## src/hw/rtl/ts_pkg.sv

```systemverilog
`default_nettype none

package ts_pkg;

  // default number of thread slots, slot zero being the idle thread
  localparam int TS_MAX_THREADS = 8;

  // fixed field widths
  localparam int CFG_W    = 4;
  localparam int SLEEP_W  = 16;
  localparam int PICK_W   = 16;
  localparam int TICK_W   = 32;
  localparam int THREAD_W = 3;

  // item operation codes
  localparam logic OP_TICK  = 1'b0;
  localparam logic OP_SLEEP = 1'b1;

  // per-slot thread state
  typedef enum logic [1:0] {
    ST_READY    = 2'd0,
    ST_RUNNING  = 2'd1,
    ST_SLEEPING = 2'd2
  } status_e;

  // commands from the controller to the datapath
  typedef struct packed {
    logic accept;
    logic sweep;
    logic mod_step;
    logic search_start;
    logic search;
    logic hit;
    logic pick;
    logic load;
  } ts_cmd_t;

  // status from the datapath to the controller
  typedef struct packed {
    logic op_sleep;
    logic sweep_done;
    logic single;
    logic mod_done;
    logic hit;
    logic exhausted;
    logic out_free;
  } ts_sts_t;

endpackage

`default_nettype wire

```

## src/hw/rtl/ts_intf.sv

```systemverilog
`default_nettype none

// request channel: one item per scheduler event
interface ts_req_if import ts_pkg::*; ();
  logic               valid;
  logic               ready;
  logic               operation;
  logic [SLEEP_W-1:0] sleep_ticks;

  modport source (output valid, operation, sleep_ticks, input ready);
  modport sink   (input valid, operation, sleep_ticks, output ready);
endinterface

// response channel: one item per request
interface ts_rsp_if import ts_pkg::*; ();
  logic                valid;
  logic                ready;
  logic [THREAD_W-1:0] running_thread;
  logic [THREAD_W-1:0] previous_thread;
  logic                switched;
  logic [PICK_W-1:0]   picks_of_running;
  logic [TICK_W-1:0]   ticks_seen;

  modport source (output valid, running_thread, previous_thread, switched,
                  picks_of_running, ticks_seen, input ready);
  modport sink   (input valid, running_thread, previous_thread, switched,
                  picks_of_running, ticks_seen, output ready);
endinterface

`default_nettype wire

```

## src/hw/rtl/ts_ctrl.sv

```systemverilog
`default_nettype none

module ts_ctrl import ts_pkg::*; (
  input  logic    clk_i,
  input  logic    rst_ni,
  input  logic    in_valid_i,
  output logic    in_ready_o,
  input  ts_sts_t sts_i,
  output ts_cmd_t cmd_o
);

  typedef enum logic [2:0] {
    S_IDLE,
    S_SWEEP,
    S_MOD,
    S_SEARCH,
    S_PICK,
    S_LOAD
  } state_e;

  state_e state_q, state_d;

  // sequencing of one item through sweep, modulo, search, pick and load
  always_comb begin
    state_d    = state_q;
    cmd_o      = '0;
    in_ready_o = (state_q == S_IDLE);
    case (state_q)
      S_IDLE: begin
        if (in_valid_i) begin
          cmd_o.accept = 1'b1;
          state_d      = S_SWEEP;
        end
      end
      S_SWEEP: begin
        if (sts_i.op_sleep || sts_i.sweep_done) begin
          state_d = S_MOD;
        end else begin
          cmd_o.sweep = 1'b1;
        end
      end
      S_MOD: begin
        if (sts_i.single) begin
          state_d = S_PICK;
        end else if (sts_i.mod_done) begin
          cmd_o.search_start = 1'b1;
          state_d            = S_SEARCH;
        end else begin
          cmd_o.mod_step = 1'b1;
        end
      end
      S_SEARCH: begin
        cmd_o.search = 1'b1;
        if (sts_i.hit) begin
          cmd_o.hit = 1'b1;
          state_d   = S_PICK;
        end else if (sts_i.exhausted) begin
          state_d = S_PICK;
        end
      end
      S_PICK: begin
        if (sts_i.out_free) begin
          cmd_o.pick = 1'b1;
          state_d    = S_LOAD;
        end
      end
      S_LOAD: begin
        cmd_o.load = 1'b1;
        state_d    = S_IDLE;
      end
      default: begin
        state_d = S_IDLE;
      end
    endcase
  end

  // state register
  always_ff @(posedge clk_i or negedge rst_ni) begin
    if (!rst_ni) begin
      state_q <= S_IDLE;
    end else begin
      state_q <= state_d;
    end
  end

endmodule

`default_nettype wire

```

## src/hw/rtl/ts_dpath.sv

```systemverilog
`default_nettype none

module ts_dpath import ts_pkg::*; #(
  parameter int MaxThreads = TS_MAX_THREADS
) (
  input  logic                clk_i,
  input  logic                rst_ni,
  input  logic                cfg_we_i,
  input  logic [CFG_W-1:0]    cfg_wdata_i,
  input  logic                in_operation_i,
  input  logic [SLEEP_W-1:0]  in_sleep_ticks_i,
  input  logic                out_ready_i,
  output logic                out_valid_o,
  output logic [THREAD_W-1:0] out_running_thread_o,
  output logic [THREAD_W-1:0] out_previous_thread_o,
  output logic                out_switched_o,
  output logic [PICK_W-1:0]   out_picks_of_running_o,
  output logic [TICK_W-1:0]   out_ticks_seen_o,
  input  ts_cmd_t             cmd_i,
  output ts_sts_t             sts_o
);

  localparam int IdxW = (MaxThreads > 1) ? $clog2(MaxThreads) : 1;
  localparam int CntW = $clog2(MaxThreads + 1);
  localparam int CmpW = (CntW > CFG_W) ? CntW : CFG_W;

  // configuration and per-item registers
  logic [CFG_W-1:0]  thread_count_q;
  logic              op_q;
  logic [CntW-1:0]   n_q;
  logic [IdxW-1:0]   cur_q;
  logic [IdxW-1:0]   next_q;
  logic [TICK_W-1:0] tick_q;
  logic [IdxW-1:0]   r_q;
  logic [CntW-1:0]   sw_cnt_q;
  logic [CntW-1:0]   sr_cnt_q;
  logic [IdxW-1:0]   sr_id_q;

  // slot memories and their read registers
  status_e            status_mem [MaxThreads];
  logic [SLEEP_W-1:0] sleep_mem  [MaxThreads];
  logic [PICK_W-1:0]  pick_mem   [MaxThreads];
  logic [MaxThreads-1:0] status_vld_q;
  logic [MaxThreads-1:0] pick_vld_q;

  logic               rd_pend_q;
  logic [IdxW-1:0]    rd_idx_q;
  status_e            st_q;
  logic               st_vld_rd_q;
  logic [SLEEP_W-1:0] sl_q;
  logic [PICK_W-1:0]  pk_q;
  logic               pk_vld_rd_q;

  // output register
  logic                out_valid_q;
  logic [THREAD_W-1:0] out_run_q;
  logic [THREAD_W-1:0] out_prev_q;
  logic                out_sw_q;
  logic [PICK_W-1:0]   out_pick_q;
  logic [TICK_W-1:0]   out_tick_q;

  logic [CmpW-1:0]    tc_ext;
  logic [CntW-1:0]    n_now;
  logic [CntW-1:0]    span;
  logic               rd_en;
  logic [IdxW-1:0]    rd_addr;
  status_e            st_eff;
  logic [SLEEP_W-1:0] sl_dec;
  logic               sweep_proc;
  logic               st_we;
  logic [IdxW-1:0]    st_waddr;
  status_e            st_wdata;
  logic               sl_we;
  logic [IdxW-1:0]    sl_waddr;
  logic [SLEEP_W-1:0] sl_wdata;
  logic [PICK_W-1:0]  pk_eff;
  logic [PICK_W-1:0]  pk_new;
  logic               pk_we;

  // slots in use, clamped to 1..MaxThreads
  always_comb begin
    tc_ext = CmpW'(thread_count_q);
    if (tc_ext > CmpW'(MaxThreads)) begin
      n_now = CntW'(MaxThreads);
    end else if (tc_ext == '0) begin
      n_now = CntW'(1);
    end else begin
      n_now = CntW'(tc_ext);
    end
  end

  assign span = n_q - CntW'(1);

  // shared read port: sweep walks 0..n-1, search walks round robin over 1..n-1
  always_comb begin
    rd_en   = 1'b0;
    rd_addr = sw_cnt_q[IdxW-1:0];
    if (cmd_i.sweep && (sw_cnt_q < n_q)) begin
      rd_en   = 1'b1;
      rd_addr = sw_cnt_q[IdxW-1:0];
    end else if (cmd_i.search && (sr_cnt_q < span)) begin
      rd_en   = 1'b1;
      rd_addr = sr_id_q;
    end
  end

  // never-written entries read as their reset state
  assign st_eff = st_vld_rd_q ? st_q : ((rd_idx_q == '0) ? ST_RUNNING : ST_READY);
  assign sl_dec = sl_q - SLEEP_W'(1);
  assign sweep_proc = cmd_i.sweep && rd_pend_q && (st_eff == ST_SLEEPING);

  // status write port
  always_comb begin
    st_we    = 1'b0;
    st_waddr = cur_q;
    st_wdata = ST_READY;
    if (cmd_i.accept) begin
      st_we    = 1'b1;
      st_waddr = cur_q;
      st_wdata = (in_operation_i == OP_SLEEP) ? ST_SLEEPING : ST_READY;
    end else if (sweep_proc && (sl_dec == '0)) begin
      st_we    = 1'b1;
      st_waddr = rd_idx_q;
      st_wdata = ST_READY;
    end else if (cmd_i.pick) begin
      st_we    = 1'b1;
      st_waddr = next_q;
      st_wdata = ST_RUNNING;
    end
  end

  // countdown write port; a countdown is only read while its slot sleeps
  always_comb begin
    sl_we    = 1'b0;
    sl_waddr = cur_q;
    sl_wdata = in_sleep_ticks_i;
    if (cmd_i.accept && (in_operation_i == OP_SLEEP)) begin
      sl_we    = 1'b1;
      sl_waddr = cur_q;
      sl_wdata = in_sleep_ticks_i;
    end else if (sweep_proc) begin
      sl_we    = 1'b1;
      sl_waddr = rd_idx_q;
      sl_wdata = sl_dec;
    end
  end

  // pick count update, counted on ticks only
  assign pk_eff = pk_vld_rd_q ? pk_q : '0;
  assign pk_new = (op_q == OP_SLEEP) ? pk_eff : pk_eff + PICK_W'(1);
  assign pk_we  = cmd_i.load && (op_q == OP_TICK);

  // status and countdown memories
  always_ff @(posedge clk_i) begin
    if (st_we) begin
      status_mem[st_waddr] <= st_wdata;
    end
    if (rd_en) begin
      st_q        <= status_mem[rd_addr];
      st_vld_rd_q <= status_vld_q[rd_addr];
      rd_idx_q    <= rd_addr;
    end
  end

  always_ff @(posedge clk_i) begin
    if (sl_we) begin
      sleep_mem[sl_waddr] <= sl_wdata;
    end
    if (rd_en) begin
      sl_q <= sleep_mem[rd_addr];
    end
  end

  // pick count memory
  always_ff @(posedge clk_i) begin
    if (pk_we) begin
      pick_mem[next_q] <= pk_new;
    end
    if (cmd_i.pick) begin
      pk_q        <= pick_mem[next_q];
      pk_vld_rd_q <= pick_vld_q[next_q];
    end
  end

  // written-entry flags
  always_ff @(posedge clk_i or negedge rst_ni) begin
    if (!rst_ni) begin
      status_vld_q <= '0;
      pick_vld_q   <= '0;
    end else begin
      if (st_we) begin
        status_vld_q[st_waddr] <= 1'b1;
      end
      if (pk_we) begin
        pick_vld_q[next_q] <= 1'b1;
      end
    end
  end

  // control registers
  always_ff @(posedge clk_i or negedge rst_ni) begin
    if (!rst_ni) begin
      thread_count_q <= CFG_W'(1);
      op_q           <= OP_TICK;
      n_q            <= CntW'(1);
      cur_q          <= '0;
      next_q         <= '0;
      tick_q         <= '0;
      r_q            <= '0;
      sw_cnt_q       <= '0;
      sr_cnt_q       <= '0;
      sr_id_q        <= '0;
      rd_pend_q      <= 1'b0;
      out_valid_q    <= 1'b0;
    end else begin
      rd_pend_q <= rd_en;
      if (cfg_we_i) begin
        thread_count_q <= cfg_wdata_i;
      end
      if (cmd_i.accept) begin
        op_q     <= in_operation_i;
        n_q      <= n_now;
        next_q   <= '0;
        r_q      <= cur_q;
        sw_cnt_q <= '0;
        if (in_operation_i == OP_TICK) begin
          tick_q <= tick_q + TICK_W'(1);
        end
      end
      if (cmd_i.sweep && (sw_cnt_q < n_q)) begin
        sw_cnt_q <= sw_cnt_q + CntW'(1);
      end
      // start slot is one past current modulo span, by repeated subtraction
      if (cmd_i.mod_step) begin
        r_q <= IdxW'(CntW'(r_q) - span);
      end
      if (cmd_i.search_start) begin
        sr_id_q  <= IdxW'(CntW'(r_q) + CntW'(1));
        sr_cnt_q <= '0;
      end else if (cmd_i.search && (sr_cnt_q < span)) begin
        sr_cnt_q <= sr_cnt_q + CntW'(1);
        sr_id_q  <= (CntW'(sr_id_q) == span) ? IdxW'(1) : sr_id_q + IdxW'(1);
      end
      if (cmd_i.hit) begin
        next_q <= rd_idx_q;
      end
      if (cmd_i.load) begin
        cur_q       <= next_q;
        out_valid_q <= 1'b1;
      end else if (out_ready_i) begin
        out_valid_q <= 1'b0;
      end
    end
  end

  // result payload
  always_ff @(posedge clk_i) begin
    if (cmd_i.load) begin
      out_run_q  <= THREAD_W'(next_q);
      out_prev_q <= THREAD_W'(cur_q);
      out_sw_q   <= (next_q != cur_q);
      out_pick_q <= pk_new;
      out_tick_q <= tick_q;
    end
  end

  assign out_valid_o            = out_valid_q;
  assign out_running_thread_o   = out_run_q;
  assign out_previous_thread_o  = out_prev_q;
  assign out_switched_o         = out_sw_q;
  assign out_picks_of_running_o = out_pick_q;
  assign out_ticks_seen_o       = out_tick_q;

  // status to controller
  always_comb begin
    sts_o            = '0;
    sts_o.op_sleep   = (op_q == OP_SLEEP);
    sts_o.sweep_done = (sw_cnt_q == n_q) && !rd_pend_q;
    sts_o.single     = (n_q < CntW'(2));
    sts_o.mod_done   = (CntW'(r_q) < span);
    sts_o.hit        = rd_pend_q && (st_eff == ST_READY);
    sts_o.exhausted  = (sr_cnt_q == span) && !rd_pend_q;
    sts_o.out_free   = !out_valid_q || out_ready_i;
  end

`ifndef SYNTHESIS
  a_load_free : assert property (@(posedge clk_i) disable iff (!rst_ni)
    cmd_i.load |-> !out_valid_q)
    else $error("result loaded over a waiting result");

  a_next_range : assert property (@(posedge clk_i) disable iff (!rst_ni)
    cmd_i.load |-> ((next_q == '0) || (CntW'(next_q) < n_q)))
    else $error("picked slot outside the slots in use");

  a_tick_count : assert property (@(posedge clk_i) disable iff (!rst_ni)
    (cmd_i.accept && (in_operation_i == OP_TICK))
    |=> (tick_q == $past(tick_q) + TICK_W'(1)))
    else $error("tick total not advanced on tick item");

  a_sweep_range : assert property (@(posedge clk_i) disable iff (!rst_ni)
    (cmd_i.sweep && rd_pend_q) |-> (CntW'(rd_idx_q) < n_q))
    else $error("countdown sweep beyond slots in use");
`endif

endmodule

`default_nettype wire

```

## src/hw/rtl/thread_scheduler_with_sleep_timers_top.sv

```systemverilog
`default_nettype none
// A tick item sweeps the countdowns of the n slots in use ahead of the search, while a
// sleep item skips the sweep; the search start slot comes from repeated subtraction of n-1;
// the countdown sweep and the round robin search each walk the slot memory through its
// single read port.
// Throughput: one item in flight; the next item is taken while a result waits, then
// holds at its pick step until that result is taken.
// Reset (async, active low): slot 0 running, others ready, counts zero, thread_count 1.

module thread_scheduler_with_sleep_timers_top import ts_pkg::*; #(
  parameter int MaxThreads = TS_MAX_THREADS
) (
  input  logic             clk_i,
  input  logic             rst_ni,
  input  logic             cfg_we_i,
  input  logic [CFG_W-1:0] cfg_wdata_i,
  ts_req_if.sink           req_i,
  ts_rsp_if.source         rsp_o
);

  ts_cmd_t cmd;
  ts_sts_t sts;

  // controller
  ts_ctrl u_ctrl (
    .clk_i      (clk_i),
    .rst_ni     (rst_ni),
    .in_valid_i (req_i.valid),
    .in_ready_o (req_i.ready),
    .sts_i      (sts),
    .cmd_o      (cmd)
  );

  // datapath
  ts_dpath #(
    .MaxThreads (MaxThreads)
  ) u_dpath (
    .clk_i                  (clk_i),
    .rst_ni                 (rst_ni),
    .cfg_we_i               (cfg_we_i),
    .cfg_wdata_i            (cfg_wdata_i),
    .in_operation_i         (req_i.operation),
    .in_sleep_ticks_i       (req_i.sleep_ticks),
    .out_ready_i            (rsp_o.ready),
    .out_valid_o            (rsp_o.valid),
    .out_running_thread_o   (rsp_o.running_thread),
    .out_previous_thread_o  (rsp_o.previous_thread),
    .out_switched_o         (rsp_o.switched),
    .out_picks_of_running_o (rsp_o.picks_of_running),
    .out_ticks_seen_o       (rsp_o.ticks_seen),
    .cmd_i                  (cmd),
    .sts_o                  (sts)
  );

endmodule

`default_nettype wire

```

## src/flat_wrapper.sv

```systemverilog
// flat-port wrapper written by rule: the top's interface ports become plain ports
module thread_scheduler_with_sleep_timers_top_flat import ts_pkg::*;
#(
  parameter int MaxThreads = TS_MAX_THREADS
)
  (clk_i, rst_ni, cfg_we_i, cfg_wdata_i, req_i_valid, req_i_operation, req_i_sleep_ticks, req_i_ready, rsp_o_valid, rsp_o_running_thread, rsp_o_previous_thread, rsp_o_switched, rsp_o_picks_of_running, rsp_o_ticks_seen, rsp_o_ready);
  ts_req_if req_i_i ();
  ts_rsp_if rsp_o_i ();
  input  logic clk_i;
  input  logic rst_ni;
  input  logic cfg_we_i;
  input  logic [CFG_W-1:0] cfg_wdata_i;
  input wire logic [$bits(req_i_i.valid)-1:0] req_i_valid;
  input wire logic [$bits(req_i_i.operation)-1:0] req_i_operation;
  input wire logic [$bits(req_i_i.sleep_ticks)-1:0] req_i_sleep_ticks;
  output wire logic [$bits(req_i_i.ready)-1:0] req_i_ready;
  output wire logic [$bits(rsp_o_i.valid)-1:0] rsp_o_valid;
  output wire logic [$bits(rsp_o_i.running_thread)-1:0] rsp_o_running_thread;
  output wire logic [$bits(rsp_o_i.previous_thread)-1:0] rsp_o_previous_thread;
  output wire logic [$bits(rsp_o_i.switched)-1:0] rsp_o_switched;
  output wire logic [$bits(rsp_o_i.picks_of_running)-1:0] rsp_o_picks_of_running;
  output wire logic [$bits(rsp_o_i.ticks_seen)-1:0] rsp_o_ticks_seen;
  input wire logic [$bits(rsp_o_i.ready)-1:0] rsp_o_ready;
  assign req_i_i.valid = req_i_valid;
  assign req_i_i.operation = req_i_operation;
  assign req_i_i.sleep_ticks = req_i_sleep_ticks;
  assign req_i_ready = req_i_i.ready;
  assign rsp_o_valid = rsp_o_i.valid;
  assign rsp_o_running_thread = rsp_o_i.running_thread;
  assign rsp_o_previous_thread = rsp_o_i.previous_thread;
  assign rsp_o_switched = rsp_o_i.switched;
  assign rsp_o_picks_of_running = rsp_o_i.picks_of_running;
  assign rsp_o_ticks_seen = rsp_o_i.ticks_seen;
  assign rsp_o_i.ready = rsp_o_ready;
  thread_scheduler_with_sleep_timers_top #(.MaxThreads(MaxThreads)) u_core (.clk_i(clk_i), .rst_ni(rst_ni), .cfg_we_i(cfg_we_i), .cfg_wdata_i(cfg_wdata_i), .req_i(req_i_i), .rsp_o(rsp_o_i));
endmodule
```

## config.mk

```make
export PLATFORM = sky130hd
export DESIGN_NAME = thread_scheduler_with_sleep_timers_top_flat
export DESIGN_NICKNAME = d
export VERILOG_FILES = /design/src/hw/rtl/ts_pkg.sv /design/src/hw/rtl/ts_intf.sv /design/src/hw/rtl/ts_ctrl.sv /design/src/hw/rtl/ts_dpath.sv /design/src/hw/rtl/thread_scheduler_with_sleep_timers_top.sv /design/src/flat_wrapper.sv
export SDC_FILE = /design/constraint.sdc
export NUM_CORES = 1
export LEC_CHECK = 0
export BUFFER_PORTS_ARGS = -buffer_cell sky130_fd_sc_hd__clkbuf_2
export CELL_PAD_IN_SITES_DETAIL_PLACEMENT = 0
export CELL_PAD_IN_SITES_GLOBAL_PLACEMENT = 1
export CORE_MARGIN = 5
export CORE_UTILIZATION = 54
export CTS_BUF_LIST = sky130_fd_sc_hd__clkbuf_2 sky130_fd_sc_hd__clkbuf_4 sky130_fd_sc_hd__clkbuf_8
export CTS_CLUSTER_DIAMETER = 40
export DETAILED_ROUTE_END_ITERATION = 10
export MAX_ROUTING_LAYER = met4
export PLACE_DENSITY_LB_ADDON = 0.1
export REMOVE_ABC_BUFFERS = 1
export SKIP_CTS_REPAIR_TIMING = 1
export SYNTH_ARGS = -nofsm -noshare
export SYNTH_HDL_FRONTEND = slang
export SYNTH_SLANG_ARGS = --single-unit
```

## constraint.sdc

```tcl
create_clock -name clk_i -period 7.05 [get_ports clk_i]
set_input_delay 0.3525 -clock clk_i [delete_from_list [all_inputs] [get_ports clk_i]]
set_output_delay 0.3525 -clock clk_i [all_outputs]
set_load 0.02 [all_outputs]
```

# Word level (Yosys, flattened, before mapping)
# Memory sizes are Yosys's and may differ from the RTL's. A register that Yosys moved wholly into a read port is not among the register bits.
# Cells that the tools add are included.
[word_totals]
reg_bits = 142
latch_bits = 0
mem_bits_rw = 272
mem_bits_ro = 0
input_bits = 26
output_inout_bits = 57
wordCells = 166
n_memories = 3
[op_classes]
addsub = 9
mul = 0
div = 0
magnitude_cmp = 10
n_eq_ne = 15
n_shift = 0
n_mux = 74
bitwise = 4
n_reduce_logical = 28
[mem_list]
columns = ["memory", "words", "width", "rd", "rd_clocked_by_memory_dff", "wr", "line", "rtl"]
rows = [
  ["u_core.u_dpath.pick_mem", 8, 16, 1, 1, 1, "ts_dpath.sv:42", "logic [PICK_W-1:0] pick_mem [MaxThreads];"],
  ["u_core.u_dpath.sleep_mem", 8, 16, 1, 1, 1, "ts_dpath.sv:41", "logic [SLEEP_W-1:0] sleep_mem [MaxThreads];"],
  ["u_core.u_dpath.status_mem", 8, 2, 1, 1, 1, "ts_dpath.sv:40", "status_e status_mem [MaxThreads];"],
]
[ops]
columns = ["cell", "n"]
rows = [
  ["$mux W16", 4],
  ["$mux W3", 21],
  ["$add A32 B1 Y32 const B", 1],
  ["$mux W1", 32],
  ["$mux W4", 6],
  ["$add A16 B1 Y16 const B", 1],
  ["$logic_not A16 Y1", 1],
  ["$or A8 B8 Y8", 2],
  ["$sub A16 B1 Y16 const B", 1],
  ["$pmux W3 S5", 1],
  ["$logic_and A1 B1 Y1", 12],
  ["$lt A3 B4 Y1 const B", 3],
  ["$mux W2", 6],
  ["$reduce_bool A2 Y1", 5],
  ["$add A4 B1 Y4 const B", 2],
  ["$eq A4 B4 Y1", 2],
  ["$lt A4 B4 Y1", 2],
  ["$add A3 B1 Y3 const B", 2],
  ["$bmux W1 S3", 2],
  ["$demux W1 S3", 2],
  ["$eq A3 B2 Y1 const B", 2],
  ["$eq A3 B3 Y1 const B", 2],
  ["$ge A3 B1 Y1 const B", 2],
  ["$logic_not A3 Y1", 2],
  ["other kinds (19)", 24],
]

# Logic depth before layout (Yosys ltp)
[depth]
word_depth = 15
ltp_mapped = 12

# By module
# From an unflattened synthesis, not the netlist that was laid out.
[hier_totals]
hier_cells = 1185
hier_area_um2 = 18208.7
[by_module_without_submodules]
columns = ["mod", "n_inst", "cells_per_inst", "area_per_inst_um2", "seq_area_each_um2"]
rows = [
  ["ts_dpath", 1, 1151, 17922.2, 12969.9],
  ["ts_ctrl", 1, 34, 286.5, 75.1],
]

# Worst setup path before layout
# OpenSTA, ideal clock, no wires.
[synth_timing]
path_type = "register -> register"
from = "reg u_core.u_dpath.n_q[0]"
to = "reg u_core.u_dpath.sl_q[10] (read register of u_core.u_dpath.sleep_mem), data pin"
arrival_time_ns = 3.234
t_required_ns = 6.790
path_slack_ns = 3.556
path_stages_with_launch = 13
path_buffers = 2
synth_period_minus_slack_ns = 3.494
cell_sequence = "dfstp_2 > inv_1 > ha_1 > xnor2_1 > ha_1 > nand3_1 > o221ai_1 > mux2i_1 > clkbuf_1 > buf_2 > mux2i_1 > mux2i_1 > mux2_2"
[synth_between]
elab_chain_len = 7
[synth_lines]
columns = ["item", "line", "rtl"]
rows = [
  ["from (decl)", "ts_dpath.sv:30", "logic [CntW-1:0] n_q;"],
  ["from (signal assigned)", "ts_dpath.sv:205", "n_q <= CntW'(1);"],
  ["from (signal assigned)", "ts_dpath.sv:222", "n_q <= n_now;"],
  ["parallel branches: the longest is 7 deep, another holds $sub A4 B1 Y4", "--", ""],
  ["to (decl)", "ts_dpath.sv:50", "logic [SLEEP_W-1:0] sl_q;"],
]
# Several ways; the timed one is not identified.
# A chain may end at the register's enable or synchronous reset.

# Worst setup path after layout
[layout_timing]
from = "reg u_core.u_dpath.n_q[0]"
to = "reg u_core.u_dpath.sl_q[1] (read register of u_core.u_dpath.sleep_mem), data pin"
# Same word-level chain as after synthesis.

==> summary.md <==
| Metric | Value |
|---|---|
| Worst Setup End Kind | register |
| Critical Path End | u_core.u_dpath.sl_q[1]$_DFFE_PP_ |
| WP buf/inv | 4 |
| Status | completed |
| DRT iter0 DRCs | 851 |
| Core footprint | 0.03353 mm² |
| Netlist cell types | 59 |
| Worst-skew pair later-pin latency | 0.61 ns |
| CTS Sinks | 448 |
| RSZ-0062 raised after global routing | no |
| DR vias/cell | 5.653 |
| Worst Tran Pin Value | 1.143 ns |
| IO buf count | 82 |
| Finished Layout Cells | 1859 |
| Power Density | 376.7 mW/mm² |
| Post-DRT Antenna Nets | 0 |
| Post-Synthesis Cells | 1204 |
| Post-DP HPWL | 23500 µm |
| Max Freq | 225.8 MHz |
| Period minus WS final | 4.429 ns |
| Share of cells above drive strength 1 | 0.2119 |
| Worst path top cell family by delay | buffers and inverters |
| Crit. Startpoint | u_core.u_dpath.n_q[0]$_DFFE_PN1P_ |
| Final hold violation count | 0 |
| Routed len/inst | 21.45 µm |
| VDD IR max | 0.2281 mV |
| Final net count | 1400 |
| Synth top area cells | edfxtp_1 (60%), dfrtp_1 (11%), mux2i_1 (6.6%), a22oi_1 (2.8%), xnor2_1 (2.2%) |
| Worst path most repeated cell | buf_4 |
| Total CTS buffers | 77 |
| GR Util All Layers | 0.2213 |
| Max-slew violations | 0 |
| Type of origin of the critical path | register |
| Reg clk slew, reported paths | 0.06 ns |
| R2R Path Start | u_core.u_dpath.n_q[0]$_DFFE_PN1P_ |
| Largest area contributor in the netlist | edfxtp_1 |
| Pre-Repair DR Iteration Count | 5 |
| Sequential area share after synthesis | 0.7125 |
| Yosys top cell area share | 0.6002 |
| Vias | 10508 |
| Slowest CP cell | buf_4 |
| Yosys warns | 0 |
| FP Rows | 67 |
| CTS Root Cell | clkbuf_8 |
| Overflow after GRT | 0 |
| Hold Path Class | primary input to register |
| Setup TNS | 0 ns |
| WL final | 39870 µm |
| WP depth | 13 |
| I/O pin count | 83 |
| Post-Route Skew | 0.02911 ns |
| Reg2reg end | u_core.u_dpath.sl_q[1]$_DFFE_PP_ |
| First-pass GRT wire length | 63180 µm |
| CTS tree | built |
| H-tree levels | 3 |
| Die Ht | 194.1 µm |
| Seq cells post-synth | 448 |
| Crit Path Max Fanout | 41 |
| Fin crit share | 0.6282 |
| Max Buffers Root-to-Sink | 3 |
| N_diodes | 0 |
| Syn avg cell area | 15.21 µm² |
| GP Congestion | 0.8139 |
| Largest net degree at the start of global routing | 62 |
| Ys async rst share | 0.1830 |
| DRC errors left | 0 |
| Reg2Reg Setup Slack | 2.62 ns |
| WS Path Type | register to register |
| Final setup fails | 0 |
| Final design utilization | 0.6269 |
| Crit path DAT | 4.77 ns |
| Area growth, synth to finish | 14.81% |
| Slew margin rel. | 0.2373 |
| CP Data Required Time | 7.39 ns |
| Die area | 0.03769 mm² |
| Die W | 194.1 µm |
| Cell Area, Synth | 0.01831 mm² |
| Max-Cap Viols | 0 |
| Largest stage delay on the critical path | 0.66 ns |
| Post-synth EDFFs | 366 |
| Worst R2R Path Depth | 13 |
| Top FF cell, synth | edfxtp_1 |
| Initial antenna violation count | 0 |
| Initial Util | 0.5460 |
| Placed insts | 1718 |
| Leak Pwr | 8.246 nW |
| Worst-path cell chain | inv_1, ha_1, xnor2_1, ha_1, nand3_1, o221ai_1, buf_4, mux2i_4, buf_4, buf_4, mux2i_1, mux2i_1, mux2_2 |
| Vias in the first global route | 10734 |
==> state kept, by name, summed over array words and instances, names as in the netlist, 16 cells and up <==
name                                   count
u_core.u_dpath.tick_q                     32
u_core.u_dpath.sleep_mem                 128
u_core.u_dpath.pk_q                       16
u_core.u_dpath.out_picks_of_running_o     16
u_core.u_dpath.pick_mem                  128
u_core.u_dpath.sl_q                       16
u_core.u_dpath.status_mem                 16
u_core.u_dpath.out_ticks_seen_o           32
==> Yosys cell counts, types with 19 or more instances <==
master / count
clkbuf_1: 35
xnor2_1: 47
ha_1: 19
dfrtp_1: 80
o21ai_0: 30
nor3_1: 21
and2_1: 19
nand4_1: 23
nand3_1: 36
a22oi_1: 69
mux2_2: 24
edfxtp_1: 366
mux2i_1: 121
inv_1: 38
xor2_1: 22
nor2_1: 43
nand2_1: 70
==> layer usage <==
metal | up-vias | GRT usage | share of wire
li1 | 4918 | - | -
met1 | 5244 | 0.2988 | 0.44
met2 | 290 | 0.3498 | 0.49
met3 | 56 | 0.04414 | 0.050
met4 | 0 | 0.05859 | 0.016
met5 | - | - | 0
==> per-stage QoR <==
step | hold slack [ns] | instance area [µm²] | total power, mW | setup slack (ns)
finish | 0.07877 | 21020 | 7.918 | 2.621
detailed placement | 0.2609 | 19410 | 5.621 | 2.667
CTS | -0.4249 | 20970 | 8.008 | 2.647
floorplan | 0.05691 | 18140 | 5.078 | -1.916
global route | 0.05028 | 21020 | 8.362 | 2.411
global placement | 0.2586 | 19410 | 5.586 | 2.739
==> worst min path at each step <==
| stage | from | to | slack (ns) | cells after the start |
|---|---|---|---|---|
| CTS | rst_ni | u_core.u_dpath.tick_q[15]$_DFFE_PN0P_ | -0.42 | 1 |
| global route | cfg_we_i | u_core.u_dpath.tc_ext[3]$_DFFE_PN0P_ | 0.05 | 2 |
| global placement | rst_ni | u_core.u_dpath.tick_q[15]$_DFFE_PN0P_ | 0.26 | 1 |
| floorplan | rst_ni | u_core.u_ctrl.state_q[0]$_DFFE_PN0P_ | 0.06 | 0 |
| detailed placement | rst_ni | u_core.u_dpath.tick_q[15]$_DFFE_PN0P_ | 0.26 | 1 |
| finish | cfg_we_i | u_core.u_dpath.tc_ext[3]$_DFFE_PN0P_ | 0.08 | 2 |
==> kinds of logic (layout without fill, tap and decap cells) <==
family	after synthesis	count (layout)	share of synthesized area
flops	448	448	0.7125
simple gates	290	290	0.08350
compound gates	151	151	0.05911
mux	145	145	0.08091
buf+inv	81	288	0.01695
xor+xnor	69	69	0.03300
fa+ha+maj	20	20	0.01408
==> where the power goes <==
| part | internal [mW] | switching, mW |
|---|---|---|
| sequential | 3.31 | 0.296 |
| combinational | 0.784 | 1.17 |
| clock | 1.33 | 1.02 |
==> worst reg2reg max path: stages, from the launching register on <==
cell and delay (ns):
dfstp_2 0.59, inv_1 0.10, ha_1 0.21, xnor2_1 0.18, ha_1 0.32, nand3_1 0.11
o221ai_1 0.23, buf_4 0.26, mux2i_4 0.24, buf_4 0.53, buf_4 0.69, mux2i_1 0.33
mux2i_1 0.09, mux2_2 0.30
==> cell usage in the layout, fill, tap and decap left out, drive strengths merged, types with 5 or more instances in the layout <==
| cell type | count |
|---|---|
| nand3 | 36 |
| and3 | 12 |
| nor4 | 17 |
| o211ai | 5 |
| dlygate4sd3 | 5 |
| or3 | 5 |
| nand4b | 5 |
| a31oi | 5 |
| a22oi | 69 |
| nor3 | 21 |
| nor3b | 7 |
| o41ai | 6 |
| clkinv | 22 |
| and2 | 19 |
| buf | 28 |
| xor2 | 22 |
| dfrtp | 80 |
| mux2 | 24 |
| nor2 | 43 |
| ha | 19 |
| nand2 | 70 |
| nand4 | 23 |
| xnor2 | 47 |
| or2 | 12 |
| edfxtp | 366 |
| a21oi | 12 |
| inv | 43 |
| clkbuf | 184 |
| o21ai | 30 |
| o31ai | 5 |
| mux2i | 121 |
==> layout make-up <==
| cell class | instances | area (µm²) |
|---|---|---|
| sequential | 448 | 13050 |
| fill | 2536 | 12510 |
| multi-input combinational | 675 | 5051 |
| clock buffer | 103 | 1274 |
| timing repair buffer | 114 | 665.6 |
| tap | 448 | 560.5 |
| clock inverter | 33 | 282.8 |
| inverter | 38 | 142.6 |
(Power assumes the default switching activity.)
